===== src/design/fpp_pkg.sv =====
// ----------------------------------------------------------------------------
// fpp_pkg
// Shared types and constants of the framed packet parser with checksum:
// parse phase codes, framing marks, status codes and the state/result structs.
// ----------------------------------------------------------------------------
package fpp_pkg;

  localparam int unsigned PhaseW = 3;

  // parse phase codes
  localparam logic [PhaseW-1:0] PH_HUNT  = 3'd0;
  localparam logic [PhaseW-1:0] PH_LENH  = 3'd1;
  localparam logic [PhaseW-1:0] PH_LENL  = 3'd2;
  localparam logic [PhaseW-1:0] PH_ID    = 3'd3;
  localparam logic [PhaseW-1:0] PH_DATA  = 3'd4;
  localparam logic [PhaseW-1:0] PH_END   = 3'd5;
  localparam logic [PhaseW-1:0] PH_CHECK = 3'd6;

  localparam logic [7:0] START_MARK = 8'hAB;
  localparam logic [7:0] END_MARK   = 8'hBA;
  localparam logic [7:0] GOOD_SUM   = 8'hFF;

  // frame status codes
  localparam logic [1:0] ST_GOOD    = 2'd0;
  localparam logic [1:0] ST_BAD_END = 2'd1;
  localparam logic [1:0] ST_BAD_SUM = 2'd2;

  typedef struct packed {
    logic [PhaseW-1:0] phase;
    logic [7:0]        length_high;
    logic [15:0]       declared_length;
    logic [7:0]        current_id;
    logic [15:0]       data_remaining;
    logic [15:0]       running_sum;
  } parse_state_t;

  typedef struct packed {
    logic        payload_valid;
    logic [7:0]  payload_byte;
    logic        frame_done;
    logic [1:0]  frame_status;
    logic [7:0]  frame_id;
    logic [15:0] frame_length;
  } parse_result_t;

endpackage


===== src/design/fpp_if.sv =====
// ----------------------------------------------------------------------------
// fpp_rx_if / fpp_res_if
// Valid/ready channels of the frame parser: received bytes in, results out.
// ----------------------------------------------------------------------------
interface fpp_rx_if;
  logic       valid;
  logic       ready;
  logic [7:0] rx_byte;

  modport source (output valid, output rx_byte, input ready);
  modport sink   (input valid, input rx_byte, output ready);
endinterface

interface fpp_res_if;
  logic        valid;
  logic        ready;
  logic        payload_valid;
  logic [7:0]  payload_byte;
  logic        frame_done;
  logic [1:0]  frame_status;
  logic [7:0]  frame_id;
  logic [15:0] frame_length;

  modport source (output valid, output payload_valid, output payload_byte,
                  output frame_done, output frame_status, output frame_id,
                  output frame_length, input ready);
  modport sink   (input valid, input payload_valid, input payload_byte,
                  input frame_done, input frame_status, input frame_id,
                  input frame_length, output ready);
endinterface


===== src/design/fpp_parse_core.sv =====
// ----------------------------------------------------------------------------
// fpp_parse_core
// Next-state and result logic of the frame parser for one received byte.
// ----------------------------------------------------------------------------
module fpp_parse_core (
  input  fpp_pkg::parse_state_t  state_i,
  input  logic [7:0]             rx_byte_i,
  output fpp_pkg::parse_state_t  state_o,
  output fpp_pkg::parse_result_t result_o
);

  fpp_pkg::parse_state_t nxt;
  logic [15:0] sum_add;
  logic [15:0] rem_dec;
  logic [7:0]  folded;
  logic        pv;
  logic        done;
  logic [1:0]  status;

  assign sum_add = state_i.running_sum + {8'd0, rx_byte_i};
  assign rem_dec = state_i.data_remaining - 16'd1;
  // end-around fold of the sum, only the low byte matters
  assign folded  = sum_add[15:8] + sum_add[7:0];

  always_comb begin
    nxt    = state_i;
    pv     = 1'b0;
    done   = 1'b0;
    status = fpp_pkg::ST_GOOD;
    case (state_i.phase)
      fpp_pkg::PH_LENH: begin
        nxt.length_high = rx_byte_i;
        nxt.phase       = fpp_pkg::PH_LENL;
      end
      fpp_pkg::PH_LENL: begin
        nxt.declared_length = {state_i.length_high, rx_byte_i};
        nxt.phase           = fpp_pkg::PH_ID;
      end
      fpp_pkg::PH_ID: begin
        nxt.current_id     = rx_byte_i;
        nxt.running_sum    = sum_add;
        nxt.data_remaining = state_i.declared_length;
        nxt.phase = (state_i.declared_length == 16'd0) ? fpp_pkg::PH_END
                                                       : fpp_pkg::PH_DATA;
      end
      fpp_pkg::PH_DATA: begin
        pv                 = 1'b1;
        nxt.running_sum    = sum_add;
        nxt.data_remaining = rem_dec;
        if (rem_dec == 16'd0) begin
          nxt.phase = fpp_pkg::PH_END;
        end
      end
      fpp_pkg::PH_END: begin
        if (rx_byte_i == fpp_pkg::END_MARK) begin
          nxt.phase = fpp_pkg::PH_CHECK;
        end else begin
          done      = 1'b1;
          status    = fpp_pkg::ST_BAD_END;
          nxt.phase = fpp_pkg::PH_HUNT;
        end
      end
      fpp_pkg::PH_CHECK: begin
        nxt.running_sum = sum_add;
        done            = 1'b1;
        status = (folded == fpp_pkg::GOOD_SUM) ? fpp_pkg::ST_GOOD : fpp_pkg::ST_BAD_SUM;
        nxt.phase       = fpp_pkg::PH_HUNT;
      end
      default: begin
        // hunting; unused codes also fall back here
        nxt.phase = fpp_pkg::PH_HUNT;
        if (rx_byte_i == fpp_pkg::START_MARK) begin
          nxt.length_high     = 8'd0;
          nxt.declared_length = 16'd0;
          nxt.current_id      = 8'd0;
          nxt.data_remaining  = 16'd0;
          nxt.running_sum     = 16'd0;
          nxt.phase           = fpp_pkg::PH_LENH;
        end
      end
    endcase
  end

  assign state_o                = nxt;
  assign result_o.payload_valid = pv;
  assign result_o.payload_byte  = pv ? rx_byte_i : 8'd0;
  assign result_o.frame_done    = done;
  assign result_o.frame_status  = status;
  assign result_o.frame_id      = nxt.current_id;
  assign result_o.frame_length  = nxt.declared_length;

endmodule


===== src/design/framed_packet_parser_checksum_unit.sv =====
// ----------------------------------------------------------------------------
// framed_packet_parser_checksum_unit
// Parses length-prefixed frames (0xAB, length, id, data, 0xBA, checksum) from
// a byte stream and reports data bytes and frame status, one result per byte.
// ----------------------------------------------------------------------------
// Usage:
//   rx_i  : one received byte per transaction (valid/ready).
//   res_o : exactly one result per accepted byte, in order: payload byte
//           with payload_valid, frame_done/frame_status at the end of a
//           frame, and the id and length of the current or last frame.
// Path: an accepted byte lands in the input register, and its result is
//   then held in the result register.
// Throughput: one byte per cycle unless res_o stalls; the parse state
//   advances as a byte moves from the input register to the result register.
// Stall: when res_o.ready is low the result register holds and the input
//   register fills; rx_i.ready drops only when both are occupied and the
//   receiver still stalls.
// Reset: rst_ni clears both stages and returns the parser to hunting for a
//   start byte with id, length and checksum sum cleared.
// ----------------------------------------------------------------------------
module framed_packet_parser_checksum_unit (
  input  logic      clk_i,
  input  logic      rst_ni,
  fpp_rx_if.sink    rx_i,
  fpp_res_if.source res_o
);

  logic                   in_v_q;
  logic [7:0]             in_byte_q;
  logic                   out_v_q;
  fpp_pkg::parse_result_t out_q;
  fpp_pkg::parse_state_t  st_q, st_d;
  fpp_pkg::parse_result_t res_d;
  logic                   adv;

  // result register may load when empty or being drained
  assign adv        = !out_v_q || res_o.ready;
  assign rx_i.ready = !in_v_q || adv;

  fpp_parse_core u_core (
    .state_i   (st_q),
    .rx_byte_i (in_byte_q),
    .state_o   (st_d),
    .result_o  (res_d)
  );

  always_ff @(posedge clk_i or negedge rst_ni) begin
    if (!rst_ni) begin
      in_v_q  <= 1'b0;
      out_v_q <= 1'b0;
      st_q    <= '0;
    end else begin
      if (rx_i.ready) begin
        in_v_q <= rx_i.valid;
      end
      if (adv) begin
        out_v_q <= in_v_q;
        if (in_v_q) begin
          st_q <= st_d;
        end
      end
    end
  end

  always_ff @(posedge clk_i) begin
    if (rx_i.ready && rx_i.valid) begin
      in_byte_q <= rx_i.rx_byte;
    end
    if (adv && in_v_q) begin
      out_q <= res_d;
    end
  end

  assign res_o.valid         = out_v_q;
  assign res_o.payload_valid = out_q.payload_valid;
  assign res_o.payload_byte  = out_q.payload_byte;
  assign res_o.frame_done    = out_q.frame_done;
  assign res_o.frame_status  = out_q.frame_status;
  assign res_o.frame_id      = out_q.frame_id;
  assign res_o.frame_length  = out_q.frame_length;

  // a data byte in the input stage becomes a payload result
  a_data_to_payload: assert property (@(posedge clk_i) disable iff (!rst_ni)
    (in_v_q && adv && st_q.phase == fpp_pkg::PH_DATA) |=> (out_v_q && out_q.payload_valid))
    else $error("data-phase byte did not produce a payload result");

  // a frame end is never also a payload byte
  a_done_no_payload: assert property (@(posedge clk_i) disable iff (!rst_ni)
    (out_v_q && out_q.frame_done) |-> !out_q.payload_valid)
    else $error("frame end flagged as payload");

  // a non-good status only comes with frame_done
  a_status_with_done: assert property (@(posedge clk_i) disable iff (!rst_ni)
    (out_v_q && out_q.frame_status != fpp_pkg::ST_GOOD) |-> out_q.frame_done)
    else $error("frame status set without frame end");

  // input back-pressure only when the input stage is occupied and stalled
  a_ready_low: assert property (@(posedge clk_i) disable iff (!rst_ni)
    !rx_i.ready |-> (in_v_q && out_v_q && !res_o.ready))
    else $error("input stalled without a full pipeline");

  // the parse state only moves when a byte leaves the input stage
  a_state_hold: assert property (@(posedge clk_i) disable iff (!rst_ni)
    !(in_v_q && adv) |=> $stable(st_q))
    else $error("parse state changed without a byte");

endmodule

===== src/flat_wrapper.sv =====
// flat-port wrapper written by rule: the top's interface ports become plain ports
module framed_packet_parser_checksum_unit_flat 
  (clk_i, rst_ni, rx_i_valid, rx_i_rx_byte, rx_i_ready, res_o_valid, res_o_payload_valid, res_o_payload_byte, res_o_frame_done, res_o_frame_status, res_o_frame_id, res_o_frame_length, res_o_ready);
  fpp_rx_if rx_i_i ();
  fpp_res_if res_o_i ();
  input  logic clk_i;
  input  logic rst_ni;
  input wire logic [$bits(rx_i_i.valid)-1:0] rx_i_valid;
  input wire logic [$bits(rx_i_i.rx_byte)-1:0] rx_i_rx_byte;
  output wire logic [$bits(rx_i_i.ready)-1:0] rx_i_ready;
  output wire logic [$bits(res_o_i.valid)-1:0] res_o_valid;
  output wire logic [$bits(res_o_i.payload_valid)-1:0] res_o_payload_valid;
  output wire logic [$bits(res_o_i.payload_byte)-1:0] res_o_payload_byte;
  output wire logic [$bits(res_o_i.frame_done)-1:0] res_o_frame_done;
  output wire logic [$bits(res_o_i.frame_status)-1:0] res_o_frame_status;
  output wire logic [$bits(res_o_i.frame_id)-1:0] res_o_frame_id;
  output wire logic [$bits(res_o_i.frame_length)-1:0] res_o_frame_length;
  input wire logic [$bits(res_o_i.ready)-1:0] res_o_ready;
  assign rx_i_i.valid = rx_i_valid;
  assign rx_i_i.rx_byte = rx_i_rx_byte;
  assign rx_i_ready = rx_i_i.ready;
  assign res_o_valid = res_o_i.valid;
  assign res_o_payload_valid = res_o_i.payload_valid;
  assign res_o_payload_byte = res_o_i.payload_byte;
  assign res_o_frame_done = res_o_i.frame_done;
  assign res_o_frame_status = res_o_i.frame_status;
  assign res_o_frame_id = res_o_i.frame_id;
  assign res_o_frame_length = res_o_i.frame_length;
  assign res_o_i.ready = res_o_ready;
  framed_packet_parser_checksum_unit u_core (.clk_i(clk_i), .rst_ni(rst_ni), .rx_i(rx_i_i), .res_o(res_o_i));
endmodule

===== config.mk =====
export PLATFORM = sky130hd
export DESIGN_NAME = framed_packet_parser_checksum_unit_flat
export DESIGN_NICKNAME = d
export VERILOG_FILES = /design/src/design/fpp_pkg.sv /design/src/design/fpp_if.sv /design/src/design/fpp_parse_core.sv /design/src/design/framed_packet_parser_checksum_unit.sv /design/src/flat_wrapper.sv
export SDC_FILE = /design/constraint.sdc
export NUM_CORES = 1
export LEC_CHECK = 0
export BUFFER_PORTS_ARGS = -buffer_cell sky130_fd_sc_hd__buf_2
export CAP_MARGIN = 0
export CELL_PAD_IN_SITES_DETAIL_PLACEMENT = 0
export CELL_PAD_IN_SITES_GLOBAL_PLACEMENT = 2
export CORE_MARGIN = 4
export CORE_UTILIZATION = 30
export CTS_BUF_LIST = sky130_fd_sc_hd__clkbuf_2 sky130_fd_sc_hd__clkbuf_4 sky130_fd_sc_hd__clkbuf_8
export CTS_CLUSTER_DIAMETER = 30
export DETAILED_ROUTE_END_ITERATION = 8
export MAX_ROUTING_LAYER = met4
export PLACE_DENSITY = 0.74
export SYNTH_ARGS = -nofsm -noshare
export SYNTH_HDL_FRONTEND = slang
export SYNTH_HIERARCHICAL = 1
export SYNTH_SLANG_ARGS = --single-unit

===== constraint.sdc =====
create_clock -name clk_i -period 3.8 [get_ports clk_i]
set_clock_uncertainty 0.05 [all_clocks]
set_input_delay 0.57 -clock clk_i [delete_from_list [all_inputs] [get_ports clk_i]]
set_output_delay 0.57 -clock clk_i [all_outputs]
set_load 0.01 [all_outputs]

## Word-level counts from Yosys, hierarchy flattened

Cells that the tools add are included.

- Word-level logic and storage cells: 69
- Bits in registers: 113

- Multiplexer cells: 16
- Bitwise operators: 3
- Equal/unequal tests: 10
- Reduce and logical (&&, ||, !) cells: 22
- Add/subtract/negate cells: 3

Operator list:

| kind | count |
|---|---|
| 2-to-1 mux 65 bit | 1 |
| case mux 16 bit (2 select lines) | 2 |
| case mux 16 bit (3 select lines) | 1 |
| zero test 16 bit | 2 |
| case mux 8 bit (2 select lines) | 2 |
| equality test 8 bit (second input constant) | 3 |
| case mux 3 bit (6 select lines) | 1 |
| adder 16 x 8 -> 16 bit | 1 |
| subtractor 16 x 1 -> 16 bit (second input constant) | 1 |
| OR reduction 5 bit | 3 |
| AND reduction 4 bit | 3 |
| equality test 3 bit (second input constant) | 3 |
| adder 8 bit | 1 |
| equality test 3 x 2 -> 1 bit (second input constant) | 2 |
| 2-to-1 mux 3 bit | 2 |
| OR reduction 3 bit | 2 |
| 2-to-1 mux 1 bit | 4 |
| case mux 2 bit (2 select lines) | 1 |
| nonzero test 2 bit | 2 |
| OR reduction 4 bit | 1 |
| equality test 3 x 1 -> 1 bit (second input constant) | 1 |
| inverter 1 bit | 3 |
| AND reduction 3 bit | 1 |
| nonzero test 3 bit | 1 |
| 7 further kinds | 10 |

## Longest topological paths before layout

Gate-level depths: netlist of run 1.

- Depth after elaboration: 5
- Gate-level depth with buffers: 15
- Gate-level depth less buffers: 15

## By module

Netlist of run 1, hierarchy kept.

By module, submodules not included:

| module | cells an instance | times used | area an instance (um2) | seq. area each (um2) |
|---|---|---|---|---|
| framed_packet_parser_checksum_unit | 194 | 1 | 3977.6 | 3047.9 |
| fpp_parse_core | 374 | 1 | 2527.4 | 0.0 |

## Worst setup path before layout of run 1

OpenSTA, ideal clock, no wires.

- Kind: reg2reg
- From: register u_core.in_byte_q[0]
- To: register u_core.out_q (netlist bit u_core/res_o.frame_status[1]), data pin
- Setup slack: 320 ps
- Data required time: 3480 ps
- Cell stages (with the launch flop): 16
- Arrival time: 3160 ps
- Path buffers: 0
- Setup time: 270 ps
- Cells stage by stage: edfxtp_1 > ha_1 > fa_1 > a21o_1 > a21o_1 > a21oi_1 > nor3_1 > and3_1 > xor2_1 > ha_1 > a21oi_1 > a2bb2oi_1 > a21oi_1 > xnor2_1 > xnor2_1 > a31oi_1

RTL lines:

| item | line | text |
|---|---|---|
| start: declaration | framed_packet_parser_checksum_unit.sv:29 | `logic [7:0] in_byte_q;` |
| start signal: assignment | framed_packet_parser_checksum_unit.sv:67 | `in_byte_q <= rx_i.rx_byte;` |
| end signal: assignment | framed_packet_parser_checksum_unit.sv:70 | `out_q <= res_d;` |
| end: declaration | framed_packet_parser_checksum_unit.sv:31 | `fpp_pkg::parse_result_t out_q;` |

==> out/qor.tcl, run 1 <==
set qor(worstPathArrival_ps) 3770
set qor(post-route-worst-setup-slack_ps) 157
set qor(power_frac_clock) 0.221
set qor(floorplan.initialDensity) 0.308
set qor(critPathMaxStageDelay_ps) 460
set qor(seq_power_share) 0.341
set qor(antenna_cells) 0
set qor(worst_hold_startpoint) {rx_i_rx_byte[6]}
set qor(finalCriticalPeriod_ps) 3640
set qor(netlist_top_cells_area) {sky130_fd_sc_hd__dfrtp_1 (27%), sky130_fd_sc_hd__edfxtp_1 (20%), sky130_fd_sc_hd__mux2_2 (8.3%)}
set qor(share_comb_of_total_power) 0.438
set qor(maxClockFrequency_ghz) 0.274
set qor(worstSkewPairLatency_ps) 440
set qor(tritoncts_clock_tree) {done}
set qor(switching_power_uw) 2360
set qor(core-area_um2) 21200
set qor(die-area_um2) 24100
set qor(endpoint_kind) {register}
set qor(tightestPinTransition_ps) 1190
set qor(iter_0_drt_violations) 249
set qor(irDropWorstVdd_mv) 0.223
set qor(fin_crit_sh) 0.959
set qor(power_switching_share) 0.382
set qor(unique_cell_type_count_in_the_yosys_netlist) 62
set qor(report.final.hold_viol_count) 0
set qor(yosysSeqAreaShare) 0.469
set qor(yosysMostFrequentCell) {sky130_fd_sc_hd__dfrtp_1}
set qor(wire_length_of_the_first_global_routing_pass_mm) 26.3
set qor(multi_input_comb_area_um2) 3110
set qor(cts_made_buffers) 17
set qor(final_net_count) 635
set qor(cts-root-to-sink-buffers) 2
set qor(fill_cell_instance_count_of_the_final_layout) 2114
set qor(dpl_worst_slack_ps) 127
set qor(cts_post_setup_buffers_inserted) 0
set qor(fin_worst_hold_slack_ps) 255
set qor(drt_pre_antenna_iters) 5
set qor(timing.critical_path.required_ps) 3930
set qor(wire_per_inst_um) 18.5
set qor(boundaryPins) 50
set qor(synth_enable_flop_cells) 44
set qor(clkSinkCount) 113
set qor(globalRouteTotalUtil) 0.144
set qor(cts_max_level) 4
set qor(layout.core_utilization) 0.351
set qor(timing.critical_path.slowest_stage_cell) {sky130_fd_sc_hd__or3_1}
set qor(finalSetupViolCount) 0
set qor(synth_fp_nets) 599
set qor(yosys_most_used_dff) {sky130_fd_sc_hd__dfrtp_1}
set qor(total_leakage_power_uw) 0.00322
set qor(die_h_um) 155
set qor(yosysWarnings) 6
set qor(regArea_um2) 3050
set qor(finalSetupTns_ps) 0
set qor(via_count) 4667
set qor(setup.worst_path.start) {u_core/in_byte_q[4]}
set qor(routed_wl_mm) 16.5
set qor(crit_fanout) 6
set qor(grt_start_max_net_pins) 70
set qor(path_clk_slew_ps) 70
set qor(report.final.slew_viol_count) 0
set qor(postSynth.asyncResetShare) 0.611
set qor(cap_violations) 0
set qor(number_of_cell_rows) 53
set qor(timing_worst_setup_path_type) {register to register}
set qor(relSlewSlack) 0.204
set qor(synth_top_cell_area_share) 0.265
set qor(die_x_um) 155
set qor(worstPathCellList) {ha_2 > nand2_1 > or3_1 > a31oi_2 > nand2_1 > xnor2_2 > ha_1 > a21o_1 > a21oi_2 > a2bb2oi_1 > a21oi_1 > xnor2_1 > xnor2_1 > a31oi_1}
set qor(post_synth_inst_count) 568
set qor(ctsHoldBuffers) 0
set qor(globalplace.congestion) 0.895
set qor(detail_route.drc_violations) 0
set qor(synth.avg_cell_area_um2) 11.5
set qor(critical_path.reg2reg.startpoint) {u_core/in_byte_q[4]}
set qor(worstSetupStartpointType) {register}
set qor(grt_remaining_overflow) 0
set qor(power_per_cell_area_nw_per_um2) 831
set qor(cts.root.buffer_cell) {sky130_fd_sc_hd__clkbuf_8}
set qor(ys_ff_latch) 113
set qor(first_global_vias) 4652
set qor(result_of_the_run) {finished clean}
set qor(syn_to_final_growth_pct) 14.3
set qor(antenna_found_initial) 0
set qor(synth_top_area_cell) {sky130_fd_sc_hd__dfrtp_1}
set qor(io_buffer_count) 49
set qor(hold_path_class) {primary input to register}
set qor(avgViaCountPerCell) 5.23
set qor(power.internal_uw) 3820
set qor(post_route_cells_drive_above_1_share) 0.316
set qor(synthesis.area_um2) 6500
set qor(antenna_left) 0
set qor(dp_hpwl_mm) 11.3
set qor(synth_commonest_cells) {sky130_fd_sc_hd__dfrtp_1 (69), sky130_fd_sc_hd__mux2_2 (48), sky130_fd_sc_hd__edfxtp_1 (44)}
-- critical path: cells and delay by family, from the launching register on --
| kind | cells | cell delay, ps |
|---|---|---|
| compound gates | 6 | 1030 |
| fa+ha+maj | 2 | 700 |
| simple gates | 3 | 670 |
| xor+xnor | 3 | 520 |
| flops | 1 | 400 |
-- path summary, 6_finish.rpt --
path                       slack (ps)  cells after the start                            to
max                               160                     14  u_core/res_o.frame_status[1]
min in group asynchronous         290                      2               u_core/st_q[10]
min                               260                      1           u_core/in_byte_q[6]
max in group asynchronous        2750                      2               u_core/st_q[22]
min reg2reg                       460                      1               u_core/st_q[35]
max reg2reg                       160                     14  u_core/res_o.frame_status[1]
-- metal layers --
layer / GRT usage / share of wire / vias to the layer above
li1: - / - / 2185
met1: 0.183 / 0.46 / 2328
met2: 0.226 / 0.47 / 126
met3: 0.0334 / 0.048 / 28
met4: 0.0534 / 0.022 / 0
met5: - / 0 / -
-- logic make-up (layout without fill, tap and decap cells) --
logic type                 Yosys count  after routing  share of synthesized area
buffers and inverters               65            114                     0.0596
and+or+nand+nor                    143            143                      0.117
muxes                               67             67                      0.127
adders and majority gates           19             19                     0.0389
xor gates and xnor gates            23             23                     0.0310
AOI/OAI and AO/OA                  138            138                      0.158
DFF                                113            113                      0.469
-- through the flow --
step           cells  area [µm²]  power [µW]
4_1_cts          892        7400        6200
3_5_place_dp     860        6920        4790
6_report         892        7430        6180
5_1_grt          892        7430        6610
2_1_floorplan    568        6500        4240
3_3_place_gp     860        6920        4720
-- timing repair --
item | 4_1_cts | 5_1_grt
setup endpoints to repair | 0 | 1
endpoints found under the hold margin | 0 | 0
resized for setup | 0 | 7
-- cells in the final DEF, fill, tap and decap left out, types with 3 or more instances in the layout --
master	synthesis	final
sky130_fd_sc_hd__a21oi_1	21	19
sky130_fd_sc_hd__and2_1	10	10
sky130_fd_sc_hd__a22o_1	40	40
sky130_fd_sc_hd__inv_1	10	10
sky130_fd_sc_hd__or3_1	3	3
sky130_fd_sc_hd__ha_1	17	16
sky130_fd_sc_hd__mux2_2	48	48
sky130_fd_sc_hd__o21ai_1	4	5
sky130_fd_sc_hd__o21ai_0	21	20
sky130_fd_sc_hd__a22oi_1	3	3
sky130_fd_sc_hd__dfrtp_1	69	69
sky130_fd_sc_hd__xor2_1	9	9
sky130_fd_sc_hd__buf_2	10	49
sky130_fd_sc_hd__nand2b_1	5	5
sky130_fd_sc_hd__nor4_1	11	11
sky130_fd_sc_hd__bufinv_16	0	6
sky130_fd_sc_hd__a31o_2	3	3
sky130_fd_sc_hd__o211ai_1	3	3
sky130_fd_sc_hd__clkbuf_8	0	17
sky130_fd_sc_hd__nand4_1	5	5
sky130_fd_sc_hd__nor2_1	32	32
sky130_fd_sc_hd__a221o_1	11	11
sky130_fd_sc_hd__a21o_1	6	6
sky130_fd_sc_hd__nand2_1	36	36
sky130_fd_sc_hd__and3_1	4	4
sky130_fd_sc_hd__o21a_1	3	3
sky130_fd_sc_hd__buf_4	26	22
sky130_fd_sc_hd__xnor2_1	14	13
sky130_fd_sc_hd__nand3b_1	3	3
sky130_fd_sc_hd__o31ai_1	4	4
sky130_fd_sc_hd__edfxtp_1	44	44
sky130_fd_sc_hd__nand3_1	8	8
sky130_fd_sc_hd__nor3_1	11	9
sky130_fd_sc_hd__mux2_4	19	19
sky130_fd_sc_hd__clkinv_2	0	3
-- cell type report --
| type | count | share of cell area |
|---|---|---|
| clock buffers | 18 | 0.0325 |
| clock inverters | 14 | 0.0318 |
| inverters | 11 | 0.00556 |
| multi-input cells | 390 | 0.419 |
| flip-flops and latches | 113 | 0.410 |
| well taps | 275 | 0.0463 |
| repair buffers | 71 | 0.0552 |
-- sequential cells by signal, summed over array words and instances (netlist names), 2 cells and up --
name / flops
u_core/in_byte_q: 8
u_core/res_o.frame_id: 8
u_core/res_o.frame_length: 16
u_core/res_o.frame_status: 2
u_core/res_o.payload_byte: 8
u_core/st_q: 67
-- power by group through the flow --
stage	combinational (µW)	clock [µW]	sequential, µW
after detailed placement	2660	0	2130
final	2700	1370	2110
after floorplan	2220	0	2010
after global routing	2980	1460	2170
after global placement	2610	0	2110
after CTS	2680	1410	2110
Note: power is estimated with default switching activity, not from simulation.
==> run 2: changes to the inputs <==
==> constraint.sdc (replaced) <==
create_clock -name clk_i -period 3.6 [get_ports clk_i]
set_clock_uncertainty 0.05 [all_clocks]
set_input_delay 0.54 -clock clk_i [delete_from_list [all_inputs] [get_ports clk_i]]
set_output_delay 0.54 -clock clk_i [all_outputs]
set_load 0.01 [all_outputs]
==> run 2 against run 1 <==
Setup slack worse by 8.9 ps. Utilization is 0.40 points higher. Clock power is 5% lower. Cell count is 1.1% higher. Hold slack worse by 190 ps. Combinational power is 10% higher. Critical endpoint unchanged. Largest cell class unchanged.
==> out/qor.tcl, run 2 (synthesis gave the netlist of run 1 again) <==
set qor(result_of_the_run) {finished clean}
set qor(report.final.hold_viol_count) 0 ;# unchanged
set qor(dp_cells) 865 ;# +0.58%
set qor(post_route_cells_drive_above_1_share) 0.330 ;# +0.0141
set qor(globalplace.congestion) 0.828 ;# -7.5%
set qor(timing_worst_setup_path_type) {register to register}
set qor(total_leakage_power_uw) 0.00326 ;# +1.3%
set qor(cap_violations) 0 ;# unchanged
set qor(drt_pre_antenna_iters) 5 ;# unchanged
set qor(cts-root-to-sink-buffers) 2 ;# unchanged
set qor(most-common-layout-cells) {sky130_fd_sc_hd__dfrtp_1 (69), sky130_fd_sc_hd__buf_2 (49), sky130_fd_sc_hd__mux2_2 (48), sky130_fd_sc_hd__edfxtp_1 (44), sky130_fd_sc_hd__a22o_1 (40)}
set qor(fin_crit_sh) 0.959 ;# about the same
set qor(wire_length_of_the_first_global_routing_pass_mm) 27.0 ;# +2.7%
set qor(dp_hpwl_mm) 11.7 ;# +4.2%
set qor(relSlewSlack) 0.110 ;# -0.0941
set qor(timing.critical_path.required_ps) 3730 ;# -200 ps
set qor(largest-register) {u_core/st_q}
set qor(avgViaCountPerCell) 5.19 ;# -0.77%
set qor(largest_register_ff_count) 67 ;# unchanged
set qor(tritoncts_clock_tree) {done}
set qor(endpoint_kind) {register}
set qor(hold_path_class) {primary input to asynchronous set/reset pin}
set qor(irDropWorstVdd_mv) 0.257 ;# +15%
set qor(grt_remaining_overflow) 0 ;# unchanged
set qor(number_of_cell_rows) 53 ;# unchanged
set qor(die-area_um2) 24100 ;# unchanged
set qor(die_h_um) 155 ;# unchanged
set qor(dpl_worst_slack_ps) -70.2 ;# -198 ps
set qor(cts_max_level) 4 ;# unchanged
set qor(maxClockFrequency_ghz) 0.290 ;# +5.5%
set qor(post-route-worst-setup-slack_ps) 148 ;# -8.89 ps
set qor(boundaryPins) 50 ;# unchanged
set qor(antenna_cells) 0 ;# unchanged
set qor(syn_to_final_growth_pct) 15.6
set qor(routed_wl_mm) 16.9 ;# +2.5%
set qor(via_count) 4683 ;# +0.34%
set qor(final_area_um2) 7520 ;# +1.1%
set qor(floorplan.initialDensity) 0.308 ;# unchanged
set qor(antenna_left) 0 ;# unchanged
set qor(grt_start_max_net_pins) 38 ;# -46%
set qor(antenna_found_initial) 0 ;# unchanged
set qor(iter_0_drt_violations) 241 ;# -3.2%
set qor(tightestPinTransition_ps) 1330 ;# +143 ps
set qor(globalRouteTotalUtil) 0.148 ;# +0.00408
set qor(finalSetupViolCount) 0 ;# unchanged
set qor(first_global_vias) 4710 ;# +1.2%
set qor(worstSkewPairLatency_ps) 440 ;# about the same
set qor(fin_worst_hold_slack_ps) 63.8 ;# -192 ps
set qor(ctsHoldBuffers) 0 ;# unchanged
set qor(worstPathArrival_ps) 3590 ;# -180 ps
set qor(detail_route.drc_violations) 0 ;# unchanged
set qor(wire_per_inst_um) 18.7 ;# +1.3%
set qor(worstSetupStartpointType) {register}
set qor(power_per_cell_area_nw_per_um2) 864 ;# +4.0%
set qor(path_clk_slew_ps) 80 ;# about the same
set qor(clkSinkCount) 113 ;# unchanged
set qor(core-area_um2) 21200 ;# unchanged
set qor(timing.reg2reg.setup_slack_ps) 150 ;# about the same
set qor(crit_fanout) 3 ;# -3
set qor(cts_made_buffers) 17 ;# unchanged
set qor(final_net_count) 645 ;# +1.6%
set qor(io_buffer_count) 49 ;# unchanged
set qor(placedInstanceArea_um2) 6970 ;# +0.72%
set qor(finalCriticalPeriod_ps) 3450 ;# -191 ps
set qor(die_x_um) 155 ;# unchanged
set qor(report.final.slew_viol_count) 0 ;# unchanged
set qor(layout.core_utilization) 0.355 ;# +0.00402
set qor(final_cell_count_no_fill) 902 ;# +1.1%
set qor(layout.cells.most_common) {sky130_fd_sc_hd__dfrtp_1}
set qor(cts.root.buffer_cell) {sky130_fd_sc_hd__clkbuf_8}
run 2: area by class of cell:
| type | count | area [µm²] |
|---|---|---|
| Clock buffer | 20 | 256 |
| Clock inverter | 12 | 165 |
| Fill cell | 2080 | 13600 |
| Inverter | 11 | 41.3 |
| Multi-Input combinational cell | 390 | 3160 |
| Sequential cell | 113 | 3050 |
| Tap cell | 275 | 344 |
| Timing Repair Buffer | 81 | 498 |
run 2: worst max-delay path: stages (launching register included):
cell and delay, ps:
sky130_fd_sc_hd__edfxtp_1 440, sky130_fd_sc_hd__ha_4 200, sky130_fd_sc_hd__fa_2 340, sky130_fd_sc_hd__a21o_1 160
sky130_fd_sc_hd__a21o_1 180, sky130_fd_sc_hd__a21oi_2 190, sky130_fd_sc_hd__nor3_4 80, sky130_fd_sc_hd__and3_4 220
sky130_fd_sc_hd__xor2_1 140, sky130_fd_sc_hd__ha_1 330, sky130_fd_sc_hd__a21oi_2 200, sky130_fd_sc_hd__a2bb2oi_2 150
sky130_fd_sc_hd__a21oi_1 80, sky130_fd_sc_hd__xnor2_1 190, sky130_fd_sc_hd__xnor2_1 130, sky130_fd_sc_hd__a31oi_1 90
run 2: repair_timing:
action,in CTS,in global routing
endpoints found under the setup margin,1,1
pin swaps,0,6
hold endpoints to repair,0,0
gates resized for setup,2,12
setup buffers,0,5
run 2: layer usage:
layer  wire length (µm)  up-vias  track usage
met5                  0        -            -
met4                372        0       0.0592
met3                686       27       0.0298
met2               7730      105        0.218
met1               8110     2356        0.201
li1                   -     2195            -
run 2: through the flow:
step           setup TNS [ps]  power (µW)
2_1_floorplan               0        4470
3_5_place_dp            -70.2        5080
3_3_place_gp                0        5020
4_1_cts                     0        6440
6_report                    0        6490
5_1_grt                 -36.2        6960
run 2: path summary, 6_finish.rpt:
kind                                startpoint                      endpoint  depth (start not counted)
hold reg to reg                u_core/st_q[35]               u_core/st_q[35]                          1
hold / removal                          rst_ni                u_core/st_q[8]                          1
max in group asynchronous               rst_ni               u_core/st_q[43]                          2
min in group clk_i             rx_i_rx_byte[2]           u_core/in_byte_q[2]                          1
setup / recovery           u_core/in_byte_q[0]  u_core/res_o.frame_status[1]                         15
setup reg to reg           u_core/in_byte_q[0]  u_core/res_o.frame_status[1]                         15
run 2: power breakdown:
group,switching (µW),internal [µW]
Clock,532,769
Sequential,420,1800
Combinational,1570,1400
Total,2520,3970
